## config.mk

```make
export PLATFORM = sky130hd
export DESIGN_NAME = client_fixed_window_rate_limiter
export DESIGN_NICKNAME = d
export VERILOG_FILES = /design/src/hdl/cfwrl_pkg.sv /design/src/hdl/client_fixed_window_rate_limiter.sv /design/src/hdl/cfwrl_table.sv /design/src/hdl/cfwrl_decide.sv
export SDC_FILE = /design/constraint.sdc
export NUM_CORES = 2
export LEC_CHECK = 0
export BUFFER_PORTS_ARGS = -buffer_cell sky130_fd_sc_hd__buf_4
export CAP_MARGIN = 20
export CORE_ASPECT_RATIO = 1.75
export CORE_UTILIZATION = 45
export CTS_BUF_LIST = sky130_fd_sc_hd__clkbuf_16
export DETAILED_ROUTE_END_ITERATION = 7
export SYNTH_ARGS = -nofsm -noshare
export SYNTH_HDL_FRONTEND = slang
export SYNTH_HIERARCHICAL = 1
export SYNTH_MEMORY_MAX_BITS = 65536
export SYNTH_SLANG_ARGS = --single-unit
```

## constraint.sdc

```tcl
create_clock -name clk_i -period 15.6 [get_ports clk_i]
set_clock_uncertainty 0.1 [all_clocks]
set_input_delay 2.34 -clock clk_i [delete_from_list [all_inputs] [get_ports clk_i]]
set_output_delay 2.34 -clock clk_i [all_outputs]
set_load 0.01 [all_outputs]
```

## src/hdl/cfwrl_pkg.sv

```systemverilog
// Shared types, constants and reset values of the client fixed-window rate limiter.
package cfwrl_pkg;

  localparam int unsigned SLOT_W        = 6;
  localparam int unsigned TICK_W        = 32;
  localparam int unsigned TALLY_W       = 16;
  localparam int unsigned CFG_IDX_W     = 2;
  localparam int unsigned CFG_DATA_W    = 32;
  localparam int unsigned IN_TDATA_W    = 40;
  localparam int unsigned OUT_TDATA_W   = 32;
  localparam int unsigned DEF_CLIENT_SLOTS = 64;

  localparam logic [TICK_W-1:0]  RST_WINDOW_TICKS = 32'd60000;
  localparam logic [TALLY_W-1:0] RST_REQUEST_CAP  = 16'd120;
  localparam logic [TALLY_W-1:0] RST_TOOL_CAP     = 16'd60;
  localparam logic [TALLY_W-1:0] TALLY_MAX        = 16'hFFFF;

  typedef enum logic [CFG_IDX_W-1:0] {
    REG_WINDOW_TICKS = 2'd0,
    REG_REQUEST_CAP  = 2'd1,
    REG_TOOL_CAP     = 2'd2,
    REG_UNUSED       = 2'd3
  } cfg_reg_e;

  typedef struct packed {
    logic [TICK_W-1:0]  window_ticks;
    logic [TALLY_W-1:0] request_cap;
    logic [TALLY_W-1:0] tool_cap;
  } cfg_t;

  typedef struct packed {
    logic [TICK_W-1:0]  window_begin;
    logic               window_started;
    logic [TALLY_W-1:0] request_tally;
    logic [TALLY_W-1:0] tool_tally;
  } entry_t;

  function automatic logic [TALLY_W-1:0] bump(input logic [TALLY_W-1:0] v);
    return (v == TALLY_MAX) ? v : v + TALLY_W'(1);
  endfunction

endpackage

```

## src/hdl/client_fixed_window_rate_limiter.sv

```systemverilog
// Top level: stream ports, configuration registers, read-modify-write pipeline.
// An accepted item is registered in the compute stage, then in the output register.
// One item per cycle is sustained while m_axis_tready is high; the state memory's
// single read and write port set that figure, with a one-entry forward path covering
// back-to-back slots. After reset a clearing pass writes every slot, with tready low.
// Configuration registers reset to 60000, 120 and 60.
module client_fixed_window_rate_limiter #(
  parameter int unsigned CLIENT_SLOTS = cfwrl_pkg::DEF_CLIENT_SLOTS
) (
  input  logic                              clk_i,
  input  logic                              rst_ni,
  input  logic                              cfg_we_i,
  input  logic [cfwrl_pkg::CFG_IDX_W-1:0]   cfg_idx_i,
  input  logic [cfwrl_pkg::CFG_DATA_W-1:0]  cfg_data_i,
  input  logic                              s_axis_tvalid,
  output logic                              s_axis_tready,
  // client_slot [5:0], now_ticks [37:6], zero pad [39:38]
  input  logic [cfwrl_pkg::IN_TDATA_W-1:0]  s_axis_tdata,
  // is_tool_call [0]
  input  logic [0:0]                        s_axis_tuser,
  output logic                              m_axis_tvalid,
  input  logic                              m_axis_tready,
  // requests_in_window [15:0], tools_in_window [31:16]
  output logic [cfwrl_pkg::OUT_TDATA_W-1:0] m_axis_tdata,
  // allowed [0]
  output logic [0:0]                        m_axis_tuser
);
  import cfwrl_pkg::*;

  localparam int unsigned AW = (CLIENT_SLOTS > 1) ? $clog2(CLIENT_SLOTS) : 1;

  cfg_t cfg_q;

  always_ff @(posedge clk_i or negedge rst_ni) begin
    if (!rst_ni) begin
      cfg_q.window_ticks <= RST_WINDOW_TICKS;
      cfg_q.request_cap  <= RST_REQUEST_CAP;
      cfg_q.tool_cap     <= RST_TOOL_CAP;
    end else if (cfg_we_i) begin
      unique case (cfg_reg_e'(cfg_idx_i))
        REG_WINDOW_TICKS: cfg_q.window_ticks <= cfg_data_i[TICK_W-1:0];
        REG_REQUEST_CAP:  cfg_q.request_cap  <= cfg_data_i[TALLY_W-1:0];
        REG_TOOL_CAP:     cfg_q.tool_cap     <= cfg_data_i[TALLY_W-1:0];
        default: ;
      endcase
    end
  end

  logic [SLOT_W-1:0] in_slot;
  logic [TICK_W-1:0] in_now;
  logic              in_range;
  logic [AW-1:0]     in_addr;
  logic              acc;
  logic              clr_busy;

  assign in_slot  = s_axis_tdata[SLOT_W-1:0];
  assign in_now   = s_axis_tdata[SLOT_W +: TICK_W];
  assign in_range = {26'd0, in_slot} < 32'(CLIENT_SLOTS);

  if (AW <= SLOT_W) begin : g_addr_trunc
    assign in_addr = in_slot[AW-1:0];
  end else begin : g_addr_ext
    assign in_addr = {{(AW-SLOT_W){1'b0}}, in_slot};
  end

  logic              s1_valid_q, s1_valid_d;
  logic              s1_tool_q, s1_inr_q;
  logic [TICK_W-1:0] s1_now_q;
  logic [AW-1:0]     s1_addr_q;
  logic              s1_go;
  logic              m_valid_q, m_valid_d;
  logic [OUT_TDATA_W-1:0] m_data_q;
  logic              m_allowed_q;

  assign s1_go         = s1_valid_q && (!m_valid_q || m_axis_tready);
  assign s_axis_tready = !clr_busy && (!s1_valid_q || s1_go);
  assign acc           = s_axis_tvalid && s_axis_tready;

  entry_t        rd_entry, cur_entry, new_entry;
  entry_t        fwd_entry_q;
  logic          fwd_valid_q;
  logic [AW-1:0] fwd_addr_q;
  logic          item_we;
  logic          allowed;

  assign item_we = s1_go && s1_inr_q;

  cfwrl_table #(
    .CLIENT_SLOTS(CLIENT_SLOTS)
  ) u_table (
    .clk_i      (clk_i),
    .rst_ni     (rst_ni),
    .rd_en_i    (acc),
    .rd_addr_i  (in_addr),
    .rd_data_o  (rd_entry),
    .wr_en_i    (item_we),
    .wr_addr_i  (s1_addr_q),
    .wr_data_i  (new_entry),
    .clr_busy_o (clr_busy)
  );

  assign cur_entry = (fwd_valid_q && (fwd_addr_q == s1_addr_q)) ? fwd_entry_q : rd_entry;

  cfwrl_decide u_decide (
    .cfg_i     (cfg_q),
    .entry_i   (cur_entry),
    .tool_i    (s1_tool_q),
    .now_i     (s1_now_q),
    .entry_o   (new_entry),
    .allowed_o (allowed)
  );

  always_comb begin
    s1_valid_d = s1_valid_q;
    if (acc) begin
      s1_valid_d = 1'b1;
    end else if (s1_go) begin
      s1_valid_d = 1'b0;
    end
    m_valid_d = m_valid_q;
    if (s1_go) begin
      m_valid_d = 1'b1;
    end else if (m_axis_tready) begin
      m_valid_d = 1'b0;
    end
  end

  always_ff @(posedge clk_i or negedge rst_ni) begin
    if (!rst_ni) begin
      s1_valid_q  <= 1'b0;
      m_valid_q   <= 1'b0;
      fwd_valid_q <= 1'b0;
    end else begin
      s1_valid_q <= s1_valid_d;
      m_valid_q  <= m_valid_d;
      if (item_we) begin
        fwd_valid_q <= 1'b1;
      end
    end
  end

  always_ff @(posedge clk_i) begin
    if (acc) begin
      s1_tool_q <= s_axis_tuser[0];
      s1_now_q  <= in_now;
      s1_addr_q <= in_addr;
      s1_inr_q  <= in_range;
    end
    if (item_we) begin
      fwd_addr_q  <= s1_addr_q;
      fwd_entry_q <= new_entry;
    end
    if (s1_go) begin
      if (s1_inr_q) begin
        m_allowed_q <= allowed;
        m_data_q    <= {new_entry.tool_tally, new_entry.request_tally};
      end else begin
        m_allowed_q <= 1'b0;
        m_data_q    <= '0;
      end
    end
  end

  assign m_axis_tvalid = m_valid_q;
  assign m_axis_tdata  = m_data_q;
  assign m_axis_tuser  = m_allowed_q;

  a_no_write_in_clear: assert property (@(posedge clk_i) disable iff (!rst_ni)
    clr_busy |-> !item_we)
    else $error("item write during clearing pass");

  a_admit_counts: assert property (@(posedge clk_i) disable iff (!rst_ni)
    (m_axis_tvalid && m_axis_tuser[0]) |-> (m_axis_tdata[TALLY_W-1:0] != '0))
    else $error("admitted item with zero request count");

  a_stage_hold: assert property (@(posedge clk_i) disable iff (!rst_ni)
    (s1_valid_q && !s1_go) |=> (s1_valid_q && $stable(s1_addr_q) && $stable(s1_now_q)))
    else $error("stalled item lost in compute stage");

endmodule

```

## src/hdl/cfwrl_table.sv

```systemverilog
// Per-client state memory with a registered read port and a clearing pass after reset.
module cfwrl_table #(
  parameter int unsigned CLIENT_SLOTS = cfwrl_pkg::DEF_CLIENT_SLOTS,
  localparam int unsigned AW = (CLIENT_SLOTS > 1) ? $clog2(CLIENT_SLOTS) : 1
) (
  input  logic               clk_i,
  input  logic               rst_ni,
  input  logic               rd_en_i,
  input  logic [AW-1:0]      rd_addr_i,
  output cfwrl_pkg::entry_t  rd_data_o,
  input  logic               wr_en_i,
  input  logic [AW-1:0]      wr_addr_i,
  input  cfwrl_pkg::entry_t  wr_data_i,
  output logic               clr_busy_o
);
  import cfwrl_pkg::*;

  entry_t        mem [CLIENT_SLOTS];
  entry_t        rd_data_q;
  logic [AW-1:0] clr_cnt_q, clr_cnt_d;
  logic          clr_busy_q, clr_busy_d;
  logic          we;
  logic [AW-1:0] waddr;
  entry_t        wdata;

  always_comb begin
    clr_cnt_d  = clr_cnt_q;
    clr_busy_d = clr_busy_q;
    if (clr_busy_q) begin
      clr_cnt_d = clr_cnt_q + AW'(1);
      if (clr_cnt_q == AW'(CLIENT_SLOTS - 1)) begin
        clr_busy_d = 1'b0;
      end
    end
  end

  always_ff @(posedge clk_i or negedge rst_ni) begin
    if (!rst_ni) begin
      clr_cnt_q  <= '0;
      clr_busy_q <= 1'b1;
    end else begin
      clr_cnt_q  <= clr_cnt_d;
      clr_busy_q <= clr_busy_d;
    end
  end

  assign we    = clr_busy_q || wr_en_i;
  assign waddr = clr_busy_q ? clr_cnt_q : wr_addr_i;
  assign wdata = clr_busy_q ? entry_t'('0) : wr_data_i;

  always_ff @(posedge clk_i) begin
    if (we) begin
      mem[waddr] <= wdata;
    end
    if (rd_en_i) begin
      rd_data_q <= mem[rd_addr_i];
    end
  end

  assign rd_data_o  = rd_data_q;
  assign clr_busy_o = clr_busy_q;

endmodule

```

## src/hdl/cfwrl_decide.sv

```systemverilog
// Window restart, admission check and tally update for one client entry.
module cfwrl_decide (
  input  cfwrl_pkg::cfg_t              cfg_i,
  input  cfwrl_pkg::entry_t            entry_i,
  input  logic                         tool_i,
  input  logic [cfwrl_pkg::TICK_W-1:0] now_i,
  output cfwrl_pkg::entry_t            entry_o,
  output logic                         allowed_o
);
  import cfwrl_pkg::*;

  logic [TICK_W-1:0]  elapsed;
  logic               restart;
  logic [TALLY_W-1:0] req_cur, tool_cur;
  logic               refuse;

  always_comb begin
    elapsed  = now_i - entry_i.window_begin;
    restart  = !entry_i.window_started || (elapsed >= cfg_i.window_ticks);
    req_cur  = restart ? '0 : entry_i.request_tally;
    tool_cur = restart ? '0 : entry_i.tool_tally;
    refuse   = ((cfg_i.request_cap != '0) && (req_cur >= cfg_i.request_cap)) ||
               (tool_i && (cfg_i.tool_cap != '0) && (tool_cur >= cfg_i.tool_cap));

    entry_o.window_begin   = restart ? now_i : entry_i.window_begin;
    entry_o.window_started = 1'b1;
    entry_o.request_tally  = refuse ? req_cur : bump(req_cur);
    entry_o.tool_tally     = (refuse || !tool_i) ? tool_cur : bump(tool_cur);
    allowed_o              = !refuse;
  end

endmodule
```

# After elaboration in Yosys (flattened, before gate mapping)
# Memory sizes are Yosys's and may differ from the RTL's. A register that Yosys moved wholly into a read port is not among the register bits.
# Cells that the tools add are included.
# totals
in_bits,80
n_memories,1
reg_bits,216
output_inout_bits,35
word_cells,76
latchBits,0
romBits,0
mem_bits_rw,4160
# classes
n_reduce_logical,27
addsub,4
n_eq_ne,6
div_mod_pow,0
muxes,18
multipliers,0
order_cmp,3
bitwise,0
n_shift,0
# memory_table
name,depth,width,rd,rd_ports_with_merged_regs,wr,line_no,source
u_table.mem,64,65,1,1,1,cfwrl_table.sv:18,entry_t mem [CLIENT_SLOTS];
# op_table
cell,n
$mux 65,2
$mux 16,6
$add 16x1->16 const B,2
$eq 16x16->1 const B,2
$ge 16x16->1,2
$ge 32x32->1,1
$mux 32,1
$reduce_bool 16->1,2
$sub 32x32->32,1
$mux 1,8
$logic_and 1x1->1,7
$add 6x1->6 const B,1
$eq 6x6->1,1
$eq 6x6->1 const B,1
$logic_not 1->1,6
$logic_or 1x1->1,6
$mux 6,1
$reduce_and 2->1,3
$reduce_bool 2->1,2
$eq 2x1->1 const B,1
$eq 2x2->1 const B,1
$logic_not 2->1,1

# Longest topological paths before layout
# depth
word_depth,13
depth_mapped,39
ltp_nobuf,34

# Hierarchy
# The synthesis kept the hierarchy.
# modules_own_cells
mod,seq_area_each_um2,cells_per_inst,instances,area_each_um2
cfwrl_table,127048.1,6982,1,160031.0
client_fixed_window_rate_limiter,5028.6,372,1,6962.9
cfwrl_decide,0.0,736,1,4777.1

# Worst setup path before layout
# Ideal clock, no wire load.
# synth_path
path_kind,register to register
startpoint,reg s1_addr_q[5]
endpoint,mem u_table/mem[0][26] (netlist bit) (data pin)
path_stages_with_launch,38
arrival_ps,9475
synth_period_minus_slack_ps,10089
required_time_ps,14985
slack_ps,5511
setup_ps,515
path_buffers,7
path_cell_list,edfxtp_1 > xor2_1 > nor4_2 > buf_4 > buf_6 > mux2_1 > inv_1 > ha_1 > o211ai_1 > a21oi_1 > o41ai_1 > o221a_2 > o211ai_1 > a31o_2 > a21oi_1 > xnor2_1 > ha_1 > nand4_1 > (+2 left out) > o22ai_1 > a211oi_1 > clkbuf_1 > clkbuf_1 > and2_1 > ha_1 > nand2_1 > o21a_1 > a221oi_1 > a31oi_1 > a2111oi_0 > or3b_1 > buf_2 > buf_6 > clkbuf_1 > nor4_1 > nor3b_1 > nor2b_1
# synth_lines
item,line_no,source
"start, declared",client_fixed_window_rate_limiter.sv:69,logic [AW-1:0] s1_addr_q;
"start signal, assigned",client_fixed_window_rate_limiter.sv:146,s1_addr_q <= in_addr;
"end, declared",cfwrl_table.sv:18,

==> run metrics <==
crit path max fanout=53; HPWL Detailed=314000 um; internal power=0.0201 W; multi-input logic area=37900 sq um; worst slew pin tran=1.18 ns; CP peak stage delay=1.04 ns; clock power share=36.7%; Post-Route WL=542000 um; CTS Buf Count=390; hold_ws=0.381 ns; share of synthesized registers carrying an async set or reset=1.68%; synth unique cells=76; Final Critical Period=12.84 ns; Filler cells=29800; Via Count=88400; Final setup viols=0; # DRC=1; Antenna Nets Post-Route=0; Placeable Area=379000 sq um; RSZ-0062 raised after global routing=false; Setup crit start=s1_addr_q[2]$_DFFE_PP_; clk_lat worst skew=0.99 ns; Finished Layout Cells=13800; Worst path slowest cell=a2111oi_2; Worst Setup Start Kind=flip-flop; post-synth top area cell=edfxtp_1; Reg clk slew, reported paths=0.07 ns; drt initial violations=11200; port buffer count=112; WL/cell=39.4 um; commonest non-fill, non-tap cells in the layout=4336 x edfxtp_1, 968 x mux4_2, 400 x clkbuf_16; cts hold-fix bufs=0; critical path type=flip-flop to flip-flop; Peak supply drop=0.0000898 V; FMAX=77.9 MHz; TNS Setup=0 ns; Final Wtd Congestion=0.929; Hold Vio Cnt, Final=0; Reg power frac=53.2%; layout cells sized above 1=25.7%; Place WS=2.46 ns; Synth top area share=75.8%; switching power=0.00639 W; CTS sink cnt=4410; WP data required=16.24 ns; drt pass-1 iters=7; # H-tree levels=5; Synth area leaders=edfxtp_1 76%, mux4_2 13%, a22oi_1 1.1%; I/O pin total=115; clock buffer depth=4; syn_area_per_cell=21.2 sq um; Worst slew margin=19.4%; GRT Overall Usage=28.1%; commonest non-fill, non-tap cell in the layout=edfxtp_1; yosys warns=6; r2r setup slk=2.76 ns; Hold WC Path Type=flip-flop to flip-flop; Placed Cells incl. Taps=13000; root buffer cell=clkbuf_16; post_cts resized=0; Mapped Cells=8090; die area=384000 sq um; Layout Nets=8639; Final Power=0.0265 W; width of the die=469 um; CTS tree=done; largest net degree at the start of global routing=100; period utilisation layout=82.3%; Critical Path End Type=flip-flop; chip height=819 um; Seq cells post-synth=4410; Critical Path End=u_table/mem[29][26]$_DFFE_PP_; fin. max-slew vios=0; count of flip-flops with a built-in enable after synthesis=4336; setup bufs post-CTS=0; Layout Area Growth over Synthesis=12.7%; Initial Util=45.3%; violated checks=DRC; initial antenna violation count=23; Vias/cell=6.43; Synth Cell Area=172000 sq um; switch share=24.1%; Critical R2R Capture=u_table/mem[29][26]$_DFFE_PP_; setup ws final=2.76 ns; first-pass GRT wire length=735000 um; Comb power frac=10.1%; critical register-to-register path startpoint=s1_addr_q[2]$_DFFE_PP_; Cell Rows=299; Pwr Density=137 nW/um^2; Max-Cap Viols=0; gr ovfl total=0; status=finished, violations left; vias in the first global route=89700; FF+latch area=132000 sq um; CP arrival=13.49 ns; Top FF cell, synth=edfxtp_1; Mapped Nets=8267; Leakage=62.0 nW; path depth of the worst reg2reg path=35; register area share after synthesis=76.9%
==> routing by layer <==
layer / track usage (%) / routed length (um) / part of all wire [%] / up-vias
li1: - / - / - / 34600
met1: 33.5 / 186000 / 34 / 48100
met2: 49.5 / 282000 / 52 / 4465
met3: 3.42 / 37300 / 6.9 / 1182
met4: 15.6 / 36000 / 6.6 / 12
met5: 0 / 86 / 0.016 / -
==> power groups by stage <==
| stage | registers, W | logic [W] | clock network [W] |
|---|---|---|---|
| after floorplan | 0.0144 | 0.00145 | 0 |
| after global placement | 0.0144 | 0.00241 | 0 |
| after detailed placement | 0.0144 | 0.00252 | 0 |
| after CTS | 0.0141 | 0.00252 | 0.00985 |
| after global routing | 0.0141 | 0.00282 | 0.0102 |
| final | 0.0141 | 0.00268 | 0.00975 |
==> registers in the layout, summed over array words and instances (netlist names) <==
name / cells
m_axis_tdata: 32
u_table/mem: 4160
u_table/clr_cnt_q: 6
u_table/rd_data_o: 65
s1_valid_q: 1
s1_addr_q: 6
s1_tool_q: 1
s1_now_q: 32
fwd_entry_q: 33
cfg_q: 64
u_table/clr_busy_o: 1
m_axis_tvalid: 1
m_axis_tuser: 1
fwd_addr_q: 6
fwd_valid_q: 1
==> critical path, delay by kind of cell (launching register included) <==
| kind | cells | cell delay [ns] |
|---|---|---|
| buf+inv | 5 | 1.52 |
| flops | 1 | 0.54 |
| xor+xnor | 1 | 0.21 |
| simple gates | 16 | 5.30 |
| compound gates | 9 | 3.52 |
| fa+ha+maj | 3 | 0.95 |
| mux | 1 | 0.37 |
==> stage by stage <==
step	util (%)	instance area, sq um
3_3_place_gp	47.4	180000
4_1_cts	50.8	193000
2_1_floorplan	-	172000
5_1_grt	51.0	194000
6_report	51.0	194000
3_5_place_dp	47.4	180000
==> cell type report <==
type / count / area share, %
Sequential cell: 4410 / 68.2
Multi-Input combinational cell: 3090 / 19.6
Clock buffer: 400 / 5.17
Tap cell: 4966 / 3.21
Timing Repair Buffer: 450 / 2.15
Clock inverter: 303 / 1.38
Inverter: 120 / 0.233
Antenna cell: 20 / 0.0259
==> logic make-up (layout without fill, tap and decap cells) <==
family	Yosys count	count (layout)	share of synthesized area (%)
compound gates	860	860	3.55
xor+xnor	52	52	0.265
fa+ha+maj	97	97	0.711
buf+inv	590	1273	1.69
flops	4410	4410	76.9
mux	1254	1254	14.5
other cells	1	21	0.00218
simple gates	826	826	2.42
==> synthesized netlist by cell type (all sizes together), types with 21 or more instances <==
master and count:
ha 96, dfrtp 58, mux2 156, o21ai 73, and2 28, a21oi 118, mux2i 130, nand4 21
clkbuf 186, nand2b 27, a21o 28, a311o 26, mux4 968, a211oi 31, and3 41, nor2b 109
inv 119, nor2 145, buf 284, o22a 25, nand3 173, xnor2 33, o22ai 132, edfxtp 4336
a22oi 260, nand2 197, o221ai 94
==> worst min path at each step <==
stage / startpoint / endpoint / slack [ns] / cells past startpoint
floorplan: fwd_valid_q$_DFFE_PN0P_ / fwd_valid_q$_DFFE_PN0P_ / 0.34 / 1
global placement: fwd_valid_q$_DFFE_PN0P_ / fwd_valid_q$_DFFE_PN0P_ / 0.36 / 1
detailed placement: fwd_valid_q$_DFFE_PN0P_ / fwd_valid_q$_DFFE_PN0P_ / 0.36 / 1
CTS: fwd_valid_q$_DFFE_PN0P_ / fwd_valid_q$_DFFE_PN0P_ / 0.38 / 1
global route: fwd_valid_q$_DFFE_PN0P_ / fwd_valid_q$_DFFE_PN0P_ / 0.40 / 1
finish: fwd_valid_q$_DFFE_PN0P_ / fwd_valid_q$_DFFE_PN0P_ / 0.38 / 1
No activity file was read; power rests on OpenSTA's default activity.
